**src/ciro_pkg.sv**
```systemverilog
package ciro_pkg;

  localparam int unsigned FuncW = 4;
  localparam int unsigned LenW  = 28;
  localparam int unsigned PosW  = 31;
  localparam int unsigned PtrW  = 32;
  localparam int unsigned OfsW  = 31;

  localparam int unsigned InDataW  = 128;
  localparam int unsigned OutDataW = 64;

  // cigar op codes
  localparam logic [FuncW-1:0] OP_M = 4'd0;
  localparam logic [FuncW-1:0] OP_I = 4'd1;
  localparam logic [FuncW-1:0] OP_D = 4'd2;
  localparam logic [FuncW-1:0] OP_N = 4'd3;
  localparam logic [FuncW-1:0] OP_S = 4'd4;
  localparam logic [FuncW-1:0] OP_H = 4'd5;
  localparam logic [FuncW-1:0] OP_P = 4'd6;
  localparam logic [FuncW-1:0] OP_EQ = 4'd7;
  localparam logic [FuncW-1:0] OP_X = 4'd8;

  localparam logic [OfsW-1:0] OfsMax = {OfsW{1'b1}};
  localparam logic [PtrW-1:0] PtrMax = {PtrW{1'b1}};

  typedef struct packed {
    logic [FuncW-1:0] func;
    logic [LenW-1:0]  op_length;
    logic             first_op;
    logic             last_op;
    logic [PosW-1:0]  align_pos;
    logic [PtrW-1:0]  eff_start;
    logic [PtrW-1:0]  eff_end;
    logic             active;
  } op_t;

  typedef struct packed {
    logic            left_found;
    logic [OfsW-1:0] left_index;
    logic            right_found;
    logic [OfsW-1:0] right_index;
  } res_t;

  function automatic logic [PtrW-1:0] sat_ptr(input logic [PtrW:0] v);
    sat_ptr = v[PtrW] ? PtrMax : v[PtrW-1:0];
  endfunction

  function automatic logic [OfsW-1:0] sat_ofs(input logic [PtrW:0] v);
    sat_ofs = (v[PtrW:OfsW] != '0) ? OfsMax : v[OfsW-1:0];
  endfunction

endpackage

```
**src/cigar_interval_to_read_offsets.sv**
```systemverilog
// Maps a reference interval onto read offsets by walking the CIGAR ops of one
// aligned read, one op per input beat. The first beat (tuser high) also
// carries the alignment position and the interval; the start is raised to the
// alignment position and a zero-length interval is widened by one. One result beat
// comes out for each beat with tlast high, holding the first read offsets at
// which the reference reaches the interval start and end. An op is accepted
// into the input register; as it leaves that register the core updates its
// pointers and bound checks and a tlast op loads the result register, so the
// result beat passes through the input register and then the result register.
// A new op can be taken in every cycle unless a tlast op waits in the input
// register, which happens only while the result register holds an untaken beat.
module cigar_interval_to_read_offsets (
  input  logic         clk_i,
  input  logic         rst_ni,
  input  logic         s_axis_tvalid,
  output logic         s_axis_tready,
  // func[3:0], op_length[31:4], align_pos[62:32], range_start[93:63],
  // range_end[124:94], zero[127:125]
  input  logic [127:0] s_axis_tdata,
  input  logic         s_axis_tlast,
  // first_op[0]
  input  logic         s_axis_tuser,
  output logic         m_axis_tvalid,
  input  logic         m_axis_tready,
  // left_found[0], left_index[31:1], right_found[32], right_index[63:33]
  output logic [63:0]  m_axis_tdata
);

  logic           op_valid, op_take, res_load, res_ready;
  ciro_pkg::op_t  op;
  ciro_pkg::res_t res;

  ciro_in_reg u_in (
    .clk_i   (clk_i),
    .rst_ni  (rst_ni),
    .valid_i (s_axis_tvalid),
    .ready_o (s_axis_tready),
    .data_i  (s_axis_tdata),
    .first_i (s_axis_tuser),
    .last_i  (s_axis_tlast),
    .valid_o (op_valid),
    .op_o    (op),
    .take_i  (op_take)
  );

  ciro_core u_core (
    .clk_i       (clk_i),
    .rst_ni      (rst_ni),
    .valid_i     (op_valid),
    .op_i        (op),
    .res_ready_i (res_ready),
    .take_o      (op_take),
    .res_load_o  (res_load),
    .res_o       (res)
  );

  ciro_out_reg u_out (
    .clk_i      (clk_i),
    .rst_ni     (rst_ni),
    .load_i     (res_load),
    .res_i      (res),
    .can_load_o (res_ready),
    .valid_o    (m_axis_tvalid),
    .ready_i    (m_axis_tready),
    .data_o     (m_axis_tdata)
  );

endmodule

```
**src/ciro_in_reg.sv**
```systemverilog
module ciro_in_reg (
  input  logic                       clk_i,
  input  logic                       rst_ni,
  input  logic                       valid_i,
  output logic                       ready_o,
  input  logic [ciro_pkg::InDataW-1:0] data_i,
  input  logic                       first_i,
  input  logic                       last_i,
  output logic                       valid_o,
  output ciro_pkg::op_t              op_o,
  input  logic                       take_i
);

  logic                              valid_q, valid_d;
  ciro_pkg::op_t                     op_q, op_d;
  logic [ciro_pkg::PosW-1:0]         pos, rs, re, s_clamp;
  logic [ciro_pkg::PtrW-1:0]         e_wide;

  assign pos = data_i[62:32];
  assign rs  = data_i[93:63];
  assign re  = data_i[124:94];

  // clamp start to the alignment position, widen a zero-length interval by one
  always_comb begin
    s_clamp = (rs < pos) ? pos : rs;
    e_wide  = (s_clamp == re) ? ({1'b0, s_clamp} + 32'd1) : {1'b0, re};
  end

  assign ready_o = !valid_q || take_i;

  always_comb begin
    valid_d = valid_q;
    op_d    = op_q;
    if (take_i) begin
      valid_d = 1'b0;
    end
    if (valid_i && ready_o) begin
      valid_d          = 1'b1;
      op_d.func        = data_i[3:0];
      op_d.op_length   = data_i[31:4];
      op_d.first_op    = first_i;
      op_d.last_op     = last_i;
      op_d.align_pos   = pos;
      op_d.eff_start   = {1'b0, s_clamp};
      op_d.eff_end     = e_wide;
      op_d.active      = {1'b0, s_clamp} < e_wide;
    end
  end

  always_ff @(posedge clk_i or negedge rst_ni) begin
    if (!rst_ni) begin
      valid_q <= 1'b0;
    end else begin
      valid_q <= valid_d;
    end
  end

  always_ff @(posedge clk_i) begin
    op_q <= op_d;
  end

  assign valid_o = valid_q;
  assign op_o    = op_q;

endmodule

```
**src/ciro_core.sv**
```systemverilog
module ciro_core (
  input  logic          clk_i,
  input  logic          rst_ni,
  input  logic          valid_i,
  input  ciro_pkg::op_t op_i,
  input  logic          res_ready_i,
  output logic          take_o,
  output logic          res_load_o,
  output ciro_pkg::res_t res_o
);

  localparam int unsigned PtrW = ciro_pkg::PtrW;
  localparam int unsigned OfsW = ciro_pkg::OfsW;

  logic [PtrW-1:0] rp_q, rp_d, sp_q, sp_d, st_q, st_d, en_q, en_d;
  logic            act_q, act_d, ls_q, ls_d, rs_q, rs_d;
  logic [OfsW-1:0] lo_q, lo_d, ro_q, ro_d;

  logic [PtrW-1:0] rp0, sp0, st0, en0, rp1, sp1, kl, kr;
  logic            act0, ls0, rs0;
  logic [OfsW-1:0] lo0, ro0;
  logic [PtrW:0]   rp_sum, sp_sum;
  logic            is_run, adv_ref, adv_seq, l_hit, r_hit, fire, ld;
  logic [OfsW-1:0] l_ofs, r_ofs;

  // non-last beats never wait on the result side
  assign fire   = valid_i && (!op_i.last_op || res_ready_i);
  assign take_o = fire;
  assign ld     = op_i.first_op;

  always_comb begin
    rp0  = ld ? {1'b0, op_i.align_pos} : rp_q;
    sp0  = ld ? '0 : sp_q;
    st0  = ld ? op_i.eff_start : st_q;
    en0  = ld ? op_i.eff_end : en_q;
    act0 = ld ? op_i.active : act_q;
    ls0  = ld ? 1'b0 : ls_q;
    rs0  = ld ? 1'b0 : rs_q;
    lo0  = ld ? '0 : lo_q;
    ro0  = ld ? '0 : ro_q;
  end

  always_comb begin
    is_run  = 1'b0;
    adv_ref = 1'b0;
    adv_seq = 1'b0;
    case (op_i.func)
      ciro_pkg::OP_M, ciro_pkg::OP_EQ, ciro_pkg::OP_X: begin
        is_run = 1'b1;
      end
      ciro_pkg::OP_I, ciro_pkg::OP_S: begin
        adv_seq = 1'b1;
      end
      ciro_pkg::OP_D, ciro_pkg::OP_N: begin
        adv_ref = 1'b1;
      end
      default: begin
      end
    endcase
  end

  assign rp_sum = {1'b0, rp0} + {{(PtrW-ciro_pkg::LenW+1){1'b0}}, op_i.op_length};
  assign sp_sum = {1'b0, sp0} + {{(PtrW-ciro_pkg::LenW+1){1'b0}}, op_i.op_length};

  always_comb begin
    rp1 = (is_run || adv_ref) ? ciro_pkg::sat_ptr(rp_sum) : rp0;
    sp1 = (is_run || adv_seq) ? ciro_pkg::sat_ptr(sp_sum) : sp0;
    // distance into the run where the reference pointer meets each bound
    kl  = (st0 > rp0) ? (st0 - rp0) : PtrW'(1);
    kr  = (en0 > rp0) ? (en0 - rp0) : PtrW'(1);
    if (is_run) begin
      l_hit = act0 && !ls0 && (op_i.op_length != '0) && (rp_sum >= {1'b0, st0});
      r_hit = act0 && !rs0 && (op_i.op_length != '0) && (rp_sum >= {1'b0, en0});
      l_ofs = ciro_pkg::sat_ofs({1'b0, sp0} + {1'b0, kl});
      r_ofs = ciro_pkg::sat_ofs({1'b0, sp0} + {1'b0, kr});
    end else begin
      l_hit = act0 && !ls0 && (rp1 >= st0);
      r_hit = act0 && !rs0 && (rp1 >= en0);
      l_ofs = ciro_pkg::sat_ofs({1'b0, sp1});
      r_ofs = ciro_pkg::sat_ofs({1'b0, sp1});
    end
  end

  always_comb begin
    rp_d  = rp_q;
    sp_d  = sp_q;
    st_d  = st_q;
    en_d  = en_q;
    act_d = act_q;
    ls_d  = ls_q;
    rs_d  = rs_q;
    lo_d  = lo_q;
    ro_d  = ro_q;
    if (fire) begin
      rp_d  = rp1;
      sp_d  = sp1;
      st_d  = st0;
      en_d  = en0;
      act_d = act0;
      ls_d  = ls0 || l_hit;
      rs_d  = rs0 || r_hit;
      lo_d  = l_hit ? l_ofs : lo0;
      ro_d  = r_hit ? r_ofs : ro0;
    end
  end

  always_ff @(posedge clk_i or negedge rst_ni) begin
    if (!rst_ni) begin
      rp_q  <= '0;
      sp_q  <= '0;
      st_q  <= '0;
      en_q  <= '0;
      act_q <= 1'b0;
      ls_q  <= 1'b0;
      rs_q  <= 1'b0;
      lo_q  <= '0;
      ro_q  <= '0;
    end else begin
      rp_q  <= rp_d;
      sp_q  <= sp_d;
      st_q  <= st_d;
      en_q  <= en_d;
      act_q <= act_d;
      ls_q  <= ls_d;
      rs_q  <= rs_d;
      lo_q  <= lo_d;
      ro_q  <= ro_d;
    end
  end

  assign res_load_o        = fire && op_i.last_op;
  assign res_o.left_found  = ls_d;
  assign res_o.left_index  = ls_d ? lo_d : '0;
  assign res_o.right_found = rs_d;
  assign res_o.right_index = rs_d ? ro_d : '0;

  a_inactive_no_hits: assert property (@(posedge clk_i) disable iff (!rst_ni)
    !act_q |-> !ls_q && !rs_q)
    else $error("bound marked seen on an inactive interval");

  a_left_sticky: assert property (@(posedge clk_i) disable iff (!rst_ni)
    ls_q && !(fire && op_i.first_op) |=> ls_q && $stable(lo_q))
    else $error("left offset changed after it was found");

  a_right_sticky: assert property (@(posedge clk_i) disable iff (!rst_ni)
    rs_q && !(fire && op_i.first_op) |=> rs_q && $stable(ro_q))
    else $error("right offset changed after it was found");

  a_ref_monotonic: assert property (@(posedge clk_i) disable iff (!rst_ni)
    !(fire && op_i.first_op) |=> rp_q >= $past(rp_q) && sp_q >= $past(sp_q))
    else $error("pointer moved backward within a read");

endmodule

```
**src/ciro_out_reg.sv**
```systemverilog
module ciro_out_reg (
  input  logic                          clk_i,
  input  logic                          rst_ni,
  input  logic                          load_i,
  input  ciro_pkg::res_t                res_i,
  output logic                          can_load_o,
  output logic                          valid_o,
  input  logic                          ready_i,
  output logic [ciro_pkg::OutDataW-1:0] data_o
);

  logic           valid_q, valid_d;
  ciro_pkg::res_t res_q, res_d;

  assign can_load_o = !valid_q || ready_i;

  always_comb begin
    valid_d = valid_q;
    res_d   = res_q;
    if (valid_q && ready_i) begin
      valid_d = 1'b0;
    end
    if (load_i) begin
      valid_d = 1'b1;
      res_d   = res_i;
    end
  end

  always_ff @(posedge clk_i or negedge rst_ni) begin
    if (!rst_ni) begin
      valid_q <= 1'b0;
    end else begin
      valid_q <= valid_d;
    end
  end

  always_ff @(posedge clk_i) begin
    res_q <= res_d;
  end

  assign valid_o = valid_q;
  assign data_o  = {res_q.right_index, res_q.right_found, res_q.left_index, res_q.left_found};

endmodule

```
**config.mk**
```make
export PLATFORM = sky130hd
export DESIGN_NAME = cigar_interval_to_read_offsets
export DESIGN_NICKNAME = d
export VERILOG_FILES = /design/src/ciro_pkg.sv /design/src/cigar_interval_to_read_offsets.sv /design/src/ciro_in_reg.sv /design/src/ciro_core.sv /design/src/ciro_out_reg.sv
export SDC_FILE = /design/constraint.sdc
export NUM_CORES = 2
export LEC_CHECK = 0
export ABC_AREA = 0
export CAP_MARGIN = 10
export CORE_UTILIZATION = 32
export DETAILED_ROUTE_END_ITERATION = 7
export DONT_BUFFER_PORTS = 1
export HOLD_SLACK_MARGIN = 0.05
export PLACE_DENSITY_LB_ADDON = 0.25
export SYNTH_ARGS = -nofsm -noshare
export SYNTH_HDL_FRONTEND = slang
export SYNTH_SLANG_ARGS = --single-unit
```
**constraint.sdc**
```tcl
create_clock -name clk_i -period 9.04 [get_ports clk_i]
set_input_delay 0.452 -clock clk_i [delete_from_list [all_inputs] [get_ports clk_i]]
set_output_delay 0.452 -clock clk_i [all_outputs]
set_load 0.005 [all_outputs]
```
# [Word-level counts from Yosys, hierarchy flattened]
# Index checks and enable logic that the tools add are counted.
# W data, S select, Z words.
[totals] ff_bits=388 wordCells=115 out_inout_bits=66 input_bits=134
[classes] n_reduce_logical=33 n_addsub=7 eq_ne=7 n_mux=37 n_lt_le_gt_ge=8
[op_table] op="$mux W31" n=12
[op_table] op="$mux W32" n=11
[op_table] op="$add A32 B28 Y33" n=2
[op_table] op="$add A32 B32 Y33" n=2
[op_table] op="$ge A33 B32 Y1" n=2
[op_table] op="$ge A32 B32 Y1" n=2
[op_table] op="$gt A32 B32 Y1" n=2
[op_table] op="$sub A32 B32 Y32" n=2
[op_table] op="$add A31 B1 Y32 const B" n=1
[op_table] op="$lt A31 B32 Y1" n=1
[op_table] op="$eq A31 B31 Y1" n=1
[op_table] op="$lt A31 B31 Y1" n=1
[op_table] op="$reduce_bool A28 Y1" n=1
[op_table] op="$mux W1" n=14
[op_table] op="$logic_and A1 B1 Y1" n=12
[op_table] op="$eq A4 B2 Y1 const B" n=2
[op_table] op="$eq A4 B3 Y1 const B" n=2
[op_table] op="$reduce_bool A2 Y1" n=4
[op_table] op="$logic_or A1 B1 Y1" n=7
[op_table] op="$logic_not A1 Y1" n=5
[op_table] op="$eq A4 B1 Y1 const B" n=1
[op_table] op="$eq A4 B4 Y1 const B" n=1
[op_table] op="$logic_not A4 Y1" n=1
[op_table] op="$reduce_or A2 Y1" n=2
[op_table] op="$reduce_or A3 Y1" n=1

# [Logic depth before layout (Yosys ltp)]
[logic_depth] ltp_word=10 depth_mapped=34 depth_no_buf=27

# [Modules after synthesis]
# A second synthesis with hierarchy kept.
[unflattened] hier_cells=3633 area_unflattened_um2=33273.2
[modules_own_cells] mod="ciro_core" area_each_um2=23279.8 n_inst=1 cells_each=2907
[modules_own_cells] mod="ciro_in_reg" area_each_um2=8023.9 n_inst=1 cells_each=659
[modules_own_cells] mod="ciro_out_reg" area_each_um2=1969.4 n_inst=1 cells_each=67

# [Worst setup path before layout]
# No wires, ideal clock.
[synth_path] path_kind="register to register" startpoint="register u_in.op_q, in the netlist u_in.op_o[97]" endpoint="register u_out.res_q, in the netlist u_out.data_o[44], data pin" path_slack_ns=0.974 path_buffers=7 path_stages_with_launch=33 arrival_ns=7.798 required_time_ns=8.772 path_cell_list="edfxtp_1 buf_2 buf_2 buf_1 buf_1 clkbuf_1 mux2i_1 ha_1 inv_1 fa_1 a21o_1 a221o_1 a211oi_1 a21oi_1 a21oi_1 o211ai_1 a221oi_1 o21bai_1 clkbuf_1 nor2_1 fa_1 a211oi_1 o21ai_1 a41oi_1 o21ai_1 nand3_1 a21oi_1 a211oi_2 a2bb2oi_1 nand3_1 buf_2 a221oi_1 o21ai_0"
[synth_via] elab_chain_len=9
[synth_lines] item="from (decl)" line_no="ciro_in_reg.sv:15" rtl="ciro_pkg::op_t op_q, op_d;"
[synth_lines] item="from (signal assigned)" line_no="ciro_in_reg.sv:59" rtl="op_q <= op_d;"
[synth_lines] item="$mux W32, on equally long branches" line_no="ciro_core.sv:35, ciro_core.sv:32"
[synth_lines] item="$sub A32 B32 Y32 (tied with other cells)" line_no="ciro_core.sv:70" rtl="kr = (en0 > rp0) ? (en0 - rp0) : PtrW'(1);"
[synth_lines] item="$mux W32, on equally long branches" line_no="ciro_core.sv:70, ciro_pkg.sv:45"
[synth_lines] item="$add A32 B32 Y33 or $mux W32 (tied branches)" line_no="ciro_core.sv:75, ciro_core.sv:66"
[synth_lines] item="$reduce_bool A2 Y1 or $ge A32 B32 Y1 (tied branches)" line_no="ciro_pkg.sv:49, ciro_core.sv:78"
[synth_lines] item="$mux W31 or $logic_and A1 B1 Y1 (tied branches)" line_no="ciro_pkg.sv:49, ciro_core.sv:78"
[synth_lines] item="$mux W31 or $mux W1 (tied branches)" line_no="ciro_core.sv:71" rtl="if (is_run) begin"
[synth_lines] item="$mux W31 or $logic_or A1 B1 Y1 (tied branches)" line_no="ciro_core.sv:103, ciro_core.sv:101"
[synth_lines] item="$mux W31 or $mux W1 (tied branches)" line_no="ciro_core.sv:94" rtl="if (fire) begin"
[synth_lines] item="to (signal assigned)" line_no="ciro_out_reg.sv:38" rtl="res_q <= res_d;"
[synth_lines] item="to (decl)" line_no="ciro_out_reg.sv:13" rtl="ciro_pkg::res_t res_q, res_d;"
# Parallel ways exist; a longest one is shown, timed or not.
# A chain may end at the register's enable or synchronous reset.

# [Worst setup path after layout]
# Same ends and word-level chain as after synthesis.

==> results.cfg <==
[worst_hold_path]
min_path_type = in2reg

[sta]
tns_ps = 0
hold_viol_final = 0
slew_headroom_pct = 20.0
skew_ps = 34.3
rsz0062_at_grt = false
worstMarginPinSlew_ps = 1200
period_minus_slack_ps = 8320
period_share_pct = 92.0
fin_ws_ps = 722
max_freq_mhz = 120
slew_viol_final = 0
setup_viol = 0

[grt]
grt_max_degree = 196
antenna_found_initial = 0
grt_pass1_wl_microns = 161000
grt_overflow = 0
grt_pass1_vias = 26000
grtUsageTotal_pct = 20.4

[setup_path]
end_kind = flop
crit_type = reg2reg
crit_arrival_ps = 8650
start_kind = flop
cp_slowest_cell = fa_1
worstPathMaxFanout = 39
cp_common_cell = a21oi_1
critical-path-max-stage-delay_ps = 510
critPathRequiredTime_ps = 9370

[finish]
final_area_sq_um = 36700
drive_above_1_share_pct = 7.61
syn2layout_area_growth_pct = 13.0
final_nets = 4182
final_cells = 5065
diodes = 0

[detailed_routing]
vias = 26900
viasPerCell = 5.30
detail-route-antenna-nets = 0
first_pass_iters = 7
drc_errors = 0
wl_per_cell_microns = 21.1
drt_iter0_drc = 2058
routed_wl_microns = 107000

[logic_synthesis]
synth_ff_type = dfrtp_1
syn-num-nets = 4091
synthCells = 3580
synth_seq_cells = 388
synth_cell_types = 92
yosys_warnings = 0
syn_avg_cell_area_sq_um = 9.07
async_reset_ff_share_pct = 50.3
ys_seq_area_share_pct = 32.9
syn_area_sq_um = 32500
synth_edf_count = 193

[clock_network]
root_buffer = clkbuf_16
cts.clk_slew.worst_paths_ps = 60
cts_resized = 0
insertion_delay_ps = 600
cts_setup_buffers = 0
tritoncts = yes
h-tree-depth = 2
clockBufferDepth = 3
clock-sinks = 388
cts_inserted_buffers = 45

[power]
vdd_drop_max_mv = 0.137
power_mw = 8.76
powerDensity_nw_per_um2 = 239
p_leak_nw = 17.0

[placed_design]
place_area_sq_um = 34500
gp_congestion = 0.909
hpwl_microns = 86100
post-place-ws_ps = 724
io_buffers = 0
placed_cells = 4913

[floorplanning]
die_area_sq_um = 103000
die_width_microns = 321
start_util_pct = 32.4
core_sq_um = 100000
rows = 116
pin_count = 200
die_h_microns = 321

[run_status]
status = finished clean

[flow_run]
maxCapViolations = 0
-- what timing repair did --
action | CTS | global route
endpoints found under the hold margin | 261 | 0
endpoints found under the setup margin | 0 | 0
hold buffers | 68 | 0
-- path summary, 6_finish.rpt --
check	start	endpoint	slack [ps]	cells after the start
worst max-delay path	u_in.op_o[97]	u_out.data_o[44]	720	28
worst min-delay path	s_axis_tdata[106]	u_in.op_o[13]	90	2
worst max register to register	u_in.op_o[97]	u_out.data_o[44]	720	28
worst min register to register	u_core.sp_q[14]	u_core.sp_q[14]	460	2
max in group asynchronous	rst_ni	u_core.en_q[28]	7390	2
min in group asynchronous	rst_ni	u_core.ro_q[17]	630	2
-- metrics by stage --
step | utilization (%) | hold WS, ps
after floorplan | - | 156
after global placement | 34.4 | 165
after detailed placement | 34.4 | 163
after CTS | 36.6 | 57.8
after global routing | 36.6 | 79.8
final | 36.6 | 92.2
-- cell usage in the layout (no fill, tap or decap), drive strengths merged, types with 75 or more instances in the layout --
cell type,instances
xnor2,155
nand3,99
buf,99
a21oi,232
inv,235
mux2i,138
edfxtp,193
nor2,192
dfrtp,195
ha,371
xor2,75
a21o,180
nand2,364
o21ai,269
-- where the power goes --
group          switching, mW  internal, mW
Clock                  0.774          1.03
Combinational           2.77          1.83
Sequential             0.169          2.18
Total                   3.72          5.04
-- routing by layer --
layer / part of all wire, % / track usage, %
met4: 2.5 / 5.31
met1: 50 / 30.0
met5: 0 / 0
met2: 43 / 31.4
met3: 4.5 / 2.46
-- cell families (layout without fill, tap and decap cells) --
kind of cell | count (synthesis) | after routing | share of synthesized area (%)
buffers and inverters | 353 | 481 | 4.29
adder cells (fa/ha/maj) | 378 | 378 | 14.7
AO/OA/AOI/OAI | 1040 | 1040 | 21.0
flip-flops | 388 | 388 | 32.9
multiplexers | 194 | 194 | 6.23
XOR/XNOR | 230 | 230 | 6.20
AND/OR/NAND/NOR | 997 | 997 | 14.7
-- area by class of cell --
cell class | instances | area (sq um)
clock buffers | 59 | 1240
clock inverters | 25 | 210
fillers | 10300 | 63600
inverters | 231 | 867
multi-input cells | 2839 | 20500
flip-flops and latches | 388 | 10700
well taps | 1357 | 1700
repair buffers | 166 | 1510
-- flip-flops by register name (all words and copies together), names as in the netlist --
register and cells:
u_core.act_q 1, u_core.en_q 32, u_core.lo_q 31, u_core.ls_q 1, u_core.ro_q 31, u_core.rp_q 32, u_core.rs_q 1, u_core.sp_q 32
u_core.st_q 32, u_in.op_o 129, u_in.valid_o 1, u_out.data_o 64, u_out.valid_o 1
-- cells in the mapped netlist, types with 11 or more instances --
cell type	number	area share, %
a211o_1	11	0.30
a211oi_1	52	1.2
a21o_1	180	4.2
a21oi_1	232	3.6
a221o_1	11	0.34
a221oi_1	17	0.46
a31oi_1	34	0.66
and2_1	18	0.35
and3_1	22	0.42
buf_1	11	0.13
buf_2	17	0.26
clkbuf_1	84	0.97
dfrtp_1	195	15
edfxtp_1	193	18
ha_1	371	14
inv_1	231	2.7
mux2_2	54	1.9
mux2i_1	137	4.2
nand2_1	363	4.2
nand2b_1	38	0.73
nand3_1	99	1.5
nand4_1	63	1.2
nor2_1	192	2.2
nor2b_1	68	1.3
nor3_1	48	0.74
nor4_1	23	0.44
o211a_1	21	0.65
o211ai_1	24	0.55
o21a_1	26	0.60
o21ai_0	257	4.0
o21ai_1	12	0.18
o21bai_1	32	0.74
o22ai_1	12	0.23
o31ai_1	13	0.30
xnor2_1	155	4.2
xor2_1	75	2.0
-- critical path: cells and delay by family (launching register included) --
kind | cells | cell delay [ps]
buf+inv | 4 | 780
mux | 1 | 440
simple gates | 3 | 740
flops | 1 | 370
compound gates | 17 | 4520
fa+ha+maj | 3 | 1150
No activity file was read; power rests on OpenSTA's default activity.
